===== src/hdl/spr_pkg.sv =====
// Shared types and codes for the shortest path relaxation unit.
package spr_pkg;

    // Kind of an input beat, carried on s_tuser.
    typedef enum logic {
        CMD_WRITE = 1'b0,
        CMD_SOLVE = 1'b1
    } cmd_t;

    // Sequencer states.
    typedef enum logic [2:0] {
        ST_CLEAR,
        ST_IDLE,
        ST_ROW,
        ST_RD,
        ST_EVAL,
        ST_OUT_RD,
        ST_OUT_LOAD
    } state_t;

    localparam int DIST_BITS = 32;
    localparam int NODE_BITS = 4;
    localparam int NODE_LIMIT = 16;

    // Outcome of one edge relaxation.
    typedef struct packed {
        logic                        update;
        logic signed [DIST_BITS-1:0] cand;
    } relax_t;

endpackage


===== src/hdl/spr_relax.sv =====
// Shared relaxation unit: saturating distance plus weight, compared against the target.
module spr_relax
    import spr_pkg::*;
#(
    parameter int WEIGHT_BITS = 16
) (
    input  logic signed [DIST_BITS-1:0]   dist_j,
    input  logic signed [WEIGHT_BITS-1:0] weight,
    input  logic signed [DIST_BITS-1:0]   dist_k,
    input  logic                          reached_k,
    output relax_t                        relax
);

    logic signed [DIST_BITS:0]   sum;
    logic signed [DIST_BITS-1:0] cand;

    always_comb begin
        sum = (DIST_BITS+1)'(dist_j) + (DIST_BITS+1)'(weight);
        // The sum needs one extra bit at most; a disagreement of the top two bits is an overflow.
        if (sum[DIST_BITS] != sum[DIST_BITS-1]) begin
            cand = sum[DIST_BITS] ? {1'b1, {(DIST_BITS-1){1'b0}}}
                                  : {1'b0, {(DIST_BITS-1){1'b1}}};
        end else begin
            cand = sum[DIST_BITS-1:0];
        end
        relax.cand   = cand;
        relax.update = (weight != '0) && (!reached_k || (cand < dist_k));
    end

endmodule


===== config.mk =====
export PLATFORM = sky130hd
export DESIGN_NAME = spr_relax
export DESIGN_NICKNAME = d
export VERILOG_FILES = /design/src/hdl/spr_pkg.sv /design/src/hdl/spr_relax.sv
export SDC_FILE = /design/constraint.sdc
export NUM_CORES = 1
export LEC_CHECK = 0
export BUFFER_PORTS_ARGS = -buffer_cell sky130_fd_sc_hd__buf_4
export CAP_MARGIN = 5
export CORE_UTILIZATION = 52
export DETAILED_ROUTE_END_ITERATION = 10
export PLACE_DENSITY = 0.85
export SYNTH_ARGS = -nofsm -noshare
export SYNTH_HDL_FRONTEND = slang
export SYNTH_SLANG_ARGS = --single-unit

===== constraint.sdc =====
create_clock -name vclk -period 6.3
set_clock_uncertainty 0.05 [all_clocks]
set_input_delay 0.63 -clock vclk [all_inputs]
set_output_delay 0.63 -clock vclk [all_outputs]
set_load 0.05 [all_outputs]

Word level (Yosys, flattened, before mapping)

Index checks and enable logic that the tools add are counted.
Widths: inputs -> output; s select.

Reductions and logical operators: 4
Equal/unequal tests: 1
$lt $le $gt $ge: 1
Mux-type cells: 2
$add $sub $neg: 1

Operators by type and width:

| operator           | count |
|---|---|
| $mux 32            | 2 |
| $add 32x16->33     | 1 |
| $lt 32x32->1       | 1 |
| $reduce_bool 16->1 | 1 |
| $logic_and 1x1->1  | 1 |
| $logic_not 1->1    | 1 |
| $logic_or 1x1->1   | 1 |
| $ne 1x1->1         | 1 |

Register bits after elaboration: 0
Logic and storage cells: 9
Input bits: 81
Output and inout port bits: 33

Depth between registers and ports, before layout

Gate-level depths: netlist (run 1).

Depth in word-level cells: 6
Mapped depth: 21
Mapped depth without buffers: 20

Worst setup path after synthesis (run 1)

OpenSTA, ideal clock, no wires.

Path type: in2out
Start: input dist_j[0]
End: output relax[32] (netlist name)
Data required time: 5.620 ns
Arrival time: 5.643 ns
Stages: 20
Slack: -0.023 ns
Buffers on the path: 1
Cells stage by stage: ha_1 -> inv_1 -> fa_1 -> nor2b_1 -> o211ai_1 -> a21oi_1 -> a2111o_2 -> nand3_2 -> a31oi_4 -> nand2_1 -> buf_2 -> a21oi_1 -> ha_1 -> and4_1 -> nand4_1 -> or4_1 -> a2111oi_0 -> o2111ai_1 -> nand4b_1 -> nand3_1

RTL lines:

| item        | line            | source |
|---|---|---|
| from (decl) | spr_relax.sv:7  | `input logic signed [DIST_BITS-1:0] dist_j,` |
| to (decl)   | spr_relax.sv:11 | `output relax_t relax` |

==> impl_metrics.ini, run 1 <==
[status]
status = completed

[min_path]
hold_path_class = in2out
hold_depth = 4

[critical_path]
crit_fanout = 7
critPathLaunchType = primary input
required_ps = 5620
endpoint_kind = primary output
arrival_ps = 5360
path_class = in2out

[place]
numPortBuffers = 114
gp_congestion = 0.906
dp_hpwl_mm = 8.00
placed_area_um2 = 3810

[logic_synthesis]
synth_area_leaders = ha_1, a21oi_1, xor2_1
synth_top_family_by_area = compound AO/OA/AOI/OAI gates
synthAdderAreaFrac = 0.304
yosysTopAreaCell = ha_1
synth_cells = 413
syn_area_um2 = 2910
syn_avg_cell_area_um2 = 7.04
synth_fp_nets = 557
synthXorXnorAreaFrac = 0.0903
synth_mux_area_frac = 0
yosysUniqueCellTypes = 59
synth_compound_area_frac = 0.351
yosysWarnings = 0
synth_top_area_share = 0.267
yosysSeqAreaShare = 0
synth.most_common_cell = a21oi_1
synth_common_cells = a21oi_1, ha_1, inv_1
synth_simple_gate_area_frac = 0.179

[timing]
max_freq_mhz = 166
slew_viol_final = 0
fin_crit_ps = 6040
fin_crit_sh = 0.959
slew_headroom = 0.530
holdWs_ps = 1700
final-hold-violation-count = 0
tightest_slew_ps = 697
fin_tns_setup_ps = 0
setup_violations = 0

[route]
wl_per_cell_um = 15.7
first_pass_iters = 5
via_per_inst = 5.95
drc = 0
ant_nets = 0
finalWirelength_mm = 9.20
dr_total_vias = 3495
drt-initial-drc-count = 165

[finish]
seqCellArea_um2 = 0
diodes = 0
design.seq.count = 0
clockBufferCount = 0
fillers = 450
stdcell_area_um2 = 3830
area_growth_pct = 31.7
utilization = 0.731
drive_above_1_share = 0.273
nets = 663

[flow_run]
max-cap-violations = 0

[global_routing]
grt_usage = 0.304
grt_max_degree = 19
grt_pass1_vias = 3255
grt_pass1_wl_mm = 15.0
antenna_found_initial = 0
grt_overflow_total = 0

[cts]
post_cts.repair.setup_buffers = 0
postCtsHoldBufs = 0

[power_and_ir_drop]
pwr_density_cell_nw_per_um2 = 222
total_power_uw = 851
p_leak_nw = 1.95
peakVddDrop_mv = 0.154

[floorplan]
dieWidth_um = 76.8
core-area_um2 = 5240
std_cell_rows = 26
dieHeight_um = 76.8
initial_core_util = 0.555
ios = 114
die_area_um2 = 5900
-- metrics by stage --
step	setup WS, ps	std cells
6_report	258	587
3_5_place_dp	106	587
3_3_place_gp	233	587
2_1_floorplan	23.8	413
4_1_cts	71.9	587
5_1_grt	-0.303	587
-- cell families (layout without fill, tap and decap cells) --
logic type / after synthesis / count (layout)
xor gates and xnor gates: 30 / 30
and+or+nand+nor: 100 / 100
AOI/OAI and AO/OA: 159 / 159
adders and majority gates: 71 / 71
buffers and inverters: 53 / 157
-- power breakdown --
group / internal [mW] / total [mW] / switching (mW) / leakage, nW
logic: 0.302 / 0.851 / 0.549 / 1.95
registers: 0 / 0 / 0 / 0
clock network: 0 / 0 / 0 / 0
total: 0.302 / 0.851 / 0.549 / 1.95
-- cell usage in the layout (no fill, tap or decap), types with 2 or more instances in the layout --
cell type and instances:
o21ai_0 24, o21bai_1 3, nor3_1 3, or2_2 2, nand4_1 10, nor2_1 18
nand2_1 29, a211oi_1 3, xor2_1 17, inv_1 39, and2_1 3, ha_1 62
nor2b_1 4, nand2b_1 5, a211o_1 2, a21oi_2 2, o211ai_1 9, a21o_1 17
xnor2_1 13, maj3_1 2, and4_1 3, maj3_2 6, a21oi_1 64, buf_4 118
nor4_1 4, a31oi_1 5, and3_1 5, o21a_1 6, o21ai_1 3, nand3_1 5
nand4b_1 2
-- final cells by class --
| class | instances | area (µm²) | share of cell area |
|---|---|---|---|
| timing repair buffer | 118 | 886 | 0.231 |
| multi-input combinational | 360 | 2710 | 0.708 |
| inverter | 39 | 146 | 0.0382 |
| tap | 70 | 87.6 | 0.0229 |
-- worst paths after layout --
kind,startpoint,end
min,reached_k,relax[32]
max,dist_j[2],relax[32]
-- what timing repair did --
action / 4_1_cts / 5_1_grt
gates resized for setup: 0 / 6
endpoints found under the setup margin: 0 / 1
hold endpoints to repair: 0 / 0
-- critical path: stages --
cell	delay, ps
buf_4	110
ha_1	350
o211a_1	240
a211oi_1	360
nand4b_1	190
nand2_1	150
a21oi_1	250
xnor2_1	220
buf_4	230
maj3_1	360
ha_1	330
and4_1	190
nand4_1	150
or4_1	600
a2111oi_2	390
o2111ai_1	210
nand4b_1	130
nand3_1	80
buf_4	200
-- metal layers --
| layer | part of all wire | vias up | GRT usage |
|---|---|---|---|
| li1 | - | 1750 | - |
| met1 | 0.46 | 1611 | 0.418 |
| met4 | 0.012 | 0 | 0.0404 |
| met5 | 0 | - | 0 |
| met3 | 0.055 | 12 | 0.0143 |
| met2 | 0.47 | 122 | 0.529 |
(Power assumes the default switching activity.)
==> run 2: changes to the inputs <==
==> constraint.sdc (replaced) <==
create_clock -name vclk -period 6.4
set_clock_uncertainty 0.05 [all_clocks]
set_input_delay 0.64 -clock vclk [all_inputs]
set_output_delay 0.64 -clock vclk [all_outputs]
set_load 0.05 [all_outputs]
==> impl_metrics.ini, run 2 (synthesized netlist as in run 1, its figures left out) <==
[finish]
area_growth_pct = 31.2
clockBufferCount = 0
stdcell_area_um2 = 3820
diodes = 0
mostFrequentLayoutCell = buf_4
seqCellArea_um2 = 0
drive_above_1_share = 0.265
final_cell_mix = buf_4, a21oi_1, ha_1
utilization = 0.729
fin_cells = 587
design.seq.count = 0
nets = 663

[status]
status = completed

[critical_path]
crit_fanout = 9
required_ps = 5710
path_class = in2out
endpoint_kind = primary output
critPathLaunchType = primary input
arrival_ps = 5340

[global_routing]
grt_max_degree = 19
grt_usage = 0.303
grt_overflow_total = 0
antenna_found_initial = 0
grt_pass1_wl_mm = 15.1
grt_pass1_vias = 3315

[route]
finalWirelength_mm = 9.09
drt-initial-drc-count = 223
wl_per_cell_um = 15.5
first_pass_iters = 5
dr_total_vias = 3541
drc = 0
via_per_inst = 6.03
ant_nets = 0

[timing]
setup_ws_ps = 374
final-hold-violation-count = 0
slew_headroom = 0.489
tightest_slew_ps = 758
fin_crit_sh = 0.942
rsz0062_at_grt = no
slew_viol_final = 0
setup_violations = 0
fin_crit_ps = 6030
fin_tns_setup_ps = 0
max_freq_mhz = 166
holdWs_ps = 1700

[power_and_ir_drop]
p_int_uw = 295
comb_power_share = 1.000
seqPwrFrac = 0
clkPwrFrac = 0
power.share.switching = 0.644
p_leak_nw = 1.95
total_power_uw = 829
pwr_density_cell_nw_per_um2 = 217
peakVddDrop_mv = 0.126
switching_power_uw = 534

[place]
post-place-cells = 587
numPortBuffers = 114
placed_area_um2 = 3810
dp_slack_ps = 213
dp_hpwl_mm = 7.87
gp_congestion = 0.925

[floorplan]
std_cell_rows = 26
ios = 114
dieWidth_um = 76.8
die_area_um2 = 5900
dieHeight_um = 76.8
initial_core_util = 0.555
core-area_um2 = 5240

[cts]
post_cts.repair.setup_buffers = 0
cts_resized = 0
postCtsHoldBufs = 0

[flow_run]
max-cap-violations = 0

[min_path]
hold_path_class = in2out
run 2: area by class of cell:
| class | instances | area, µm² |
|---|---|---|
| well taps | 70 | 87.6 |
| fillers | 460 | 1420 |
| repair buffers | 118 | 886 |
| inverters | 39 | 146 |
| multi-input cells | 360 | 2700 |
run 2: critical path: stages:
cell	delay [ps]
buf_4	110
ha_1	220
inv_1	80
fa_1	220
nor2b_1	70
o211ai_1	280
a21oi_1	170
a2111o_2	510
nand3_2	120
a31oi_4	130
buf_4	220
maj3_1	390
ha_1	310
and4_1	180
nand4_1	120
or4_1	600
a2111oi_2	370
o2111ai_1	210
nand4b_1	130
nand3_1	70
buf_4	190
run 2: path summary, 6_finish.rpt:
kind | cells after the start | slack (ps) | endpoint | startpoint
worst max-delay path | 21 | 370 | relax[32] | dist_j[0]
worst min-delay path | 4 | 1700 | relax[32] | reached_k
run 2: layer usage:
layer  part of all wire  GRT usage  vias to the layer above
li1                   -          -                     1746
met1               0.45      0.412                     1619
met2               0.46      0.514                      158
met3              0.072     0.0333                       18
met4              0.017     0.0462                        0
met5                  0          0                        -
run 2: power by group through the flow:
stage / sequential (mW) / combinational, mW / clock (mW)
4_1_cts: 0 / 0.820 / 0
3_3_place_gp: 0 / 0.803 / 0
6_report: 0 / 0.829 / 0
2_1_floorplan: 0 / 0.582 / 0
5_1_grt: 0 / 0.891 / 0
3_5_place_dp: 0 / 0.817 / 0
==> run 3: changes to the inputs <==
==> constraint.sdc (replaced) <==
create_clock -name vclk -period 6.4
set_clock_uncertainty 0.05 [all_clocks]
set_input_delay 0.64 -clock vclk [all_inputs]
set_output_delay 0.64 -clock vclk [all_outputs]
set_load 0.01 [all_outputs]
==> impl_metrics.ini, run 3 (synthesized netlist as in run 1, its figures left out) <==
[finish]
drive_above_1_share = 0.266
mostFrequentLayoutCell = buf_4
area_growth_pct = 31.7
final_cell_mix = buf_4, a21oi_1, ha_1
stdcell_area_um2 = 3830
clockBufferCount = 0
fillers = 447
fin_cells = 589
design.seq.count = 0
diodes = 0
seqCellArea_um2 = 0
nets = 665

[power_and_ir_drop]
peakVddDrop_mv = 0.0803
pwr_density_cell_nw_per_um2 = 167
p_leak_nw = 1.96

[route]
via_per_inst = 6.15
wl_per_cell_um = 16.0
dr_total_vias = 3625
first_pass_iters = 5
drc = 0
ant_nets = 0
drt-initial-drc-count = 235
finalWirelength_mm = 9.44

[timing]
slew_viol_final = 0
fin_crit_sh = 0.941
max_freq_mhz = 166
tightest_slew_ps = 741
rsz0062_at_grt = no
setup_violations = 0
slew_headroom = 0.501
final-hold-violation-count = 0
fin_tns_setup_ps = 0
fin_crit_ps = 6020

[global_routing]
grt_max_degree = 19
grt_pass1_wl_mm = 15.2
antenna_found_initial = 0
grt_pass1_vias = 3400
grt_usage = 0.308
grt_overflow_total = 0

[status]
status = completed

[critical_path]
arrival_ps = 5330
crit_top_cell = buf_4
path_class = in2out
critPathLaunchType = primary input
crit_family = compound AO/OA/AOI/OAI gates
critPathBufInv = 4
path_cells = buf_4 -> ha_1 -> inv_1 -> fa_1 -> nor2b_1 -> o211ai_1 -> a21oi_1 -> a2111o_2 -> nand3_2 -> a31oi_4 -> buf_4 -> maj3_1 -> ha_1 -> and4_1 -> nand4_1 -> or4_1 -> a2111oi_2 -> o2111ai_1 -> nand4b_1 -> nand3_1 -> buf_4
slowest_delay_ps = 610
crit_fanout = 9
crit_path_top_delay_cell = or4_1
cp-startpoint = dist_j[0]
cp.depth = 21
setup.worst_path.end = relax[32]
required_ps = 5710
endpoint_kind = primary output

[floorplan]
ios = 114
initial_core_util = 0.555
core-area_um2 = 5240
dieWidth_um = 76.8
dieHeight_um = 76.8
die_area_um2 = 5900
std_cell_rows = 26

[place]
gp_congestion = 0.893
dp_hpwl_mm = 8.12
placed_area_um2 = 3810
numPortBuffers = 114
post-place-cells = 587

[flow_run]
max-cap-violations = 0

[cts]
postCtsHoldBufs = 0

[min_path]
hold_path_class = in2out
## run 3: timing repair
action | CTS | global route
setup buffers | 0 | 2
endpoints found under the hold margin | 0 | 0
gates resized for setup | 0 | 2
endpoints found under the setup margin | 0 | 1
## run 3: metrics by stage
stage	utilization	power, mW	hold slack [ps]	setup slack (ps)
3_5_place_dp	0.727	0.622	1650	185
6_report	0.731	0.639	1660	376
4_1_cts	0.727	0.625	1660	169
3_3_place_gp	0.727	0.605	1670	377
5_1_grt	0.731	0.696	1690	28.2
2_1_floorplan	-	0.388	1460	956
## run 3: worst min path at each step
stage                   start         to  slack (ps)  cells after the start
floorplan           reached_k  relax[32]        1460                      2
global placement    reached_k  relax[32]        1670                      4
detailed placement  reached_k  relax[32]        1650                      4
CTS                 reached_k  relax[32]        1660                      4
global route        reached_k  relax[32]        1690                      4
finish              reached_k  relax[32]        1660                      4
## run 3: final cells by class
cell class	instances	area, µm²	share of cell area
Tap cell	70	87.6	0.0229
Timing Repair Buffer	120	901	0.235
Inverter	39	146	0.0382
Multi-Input combinational cell	360	2700	0.704
## run 3: metal layers
| metal | share of wire | vias to the layer above | GRT usage |
|---|---|---|---|
| met3 | 0.062 | 22 | 0.0119 |
| met2 | 0.48 | 174 | 0.541 |
| li1 | - | 1750 | - |
| met1 | 0.44 | 1679 | 0.409 |
| met4 | 0.020 | 0 | 0.0750 |
| met5 | 0 | - | 0 |
## run 3: power breakdown
part / internal [mW] / total (mW) / switching [mW]
Combinational: 0.293 / 0.639 / 0.346
Sequential: 0 / 0 / 0
Clock: 0 / 0 / 0
## run 3: tightest hold or removal path, stage by stage
cell and delay [ps]:
buf_4 80, o22a_1 130, nand3_1 70, buf_4 150
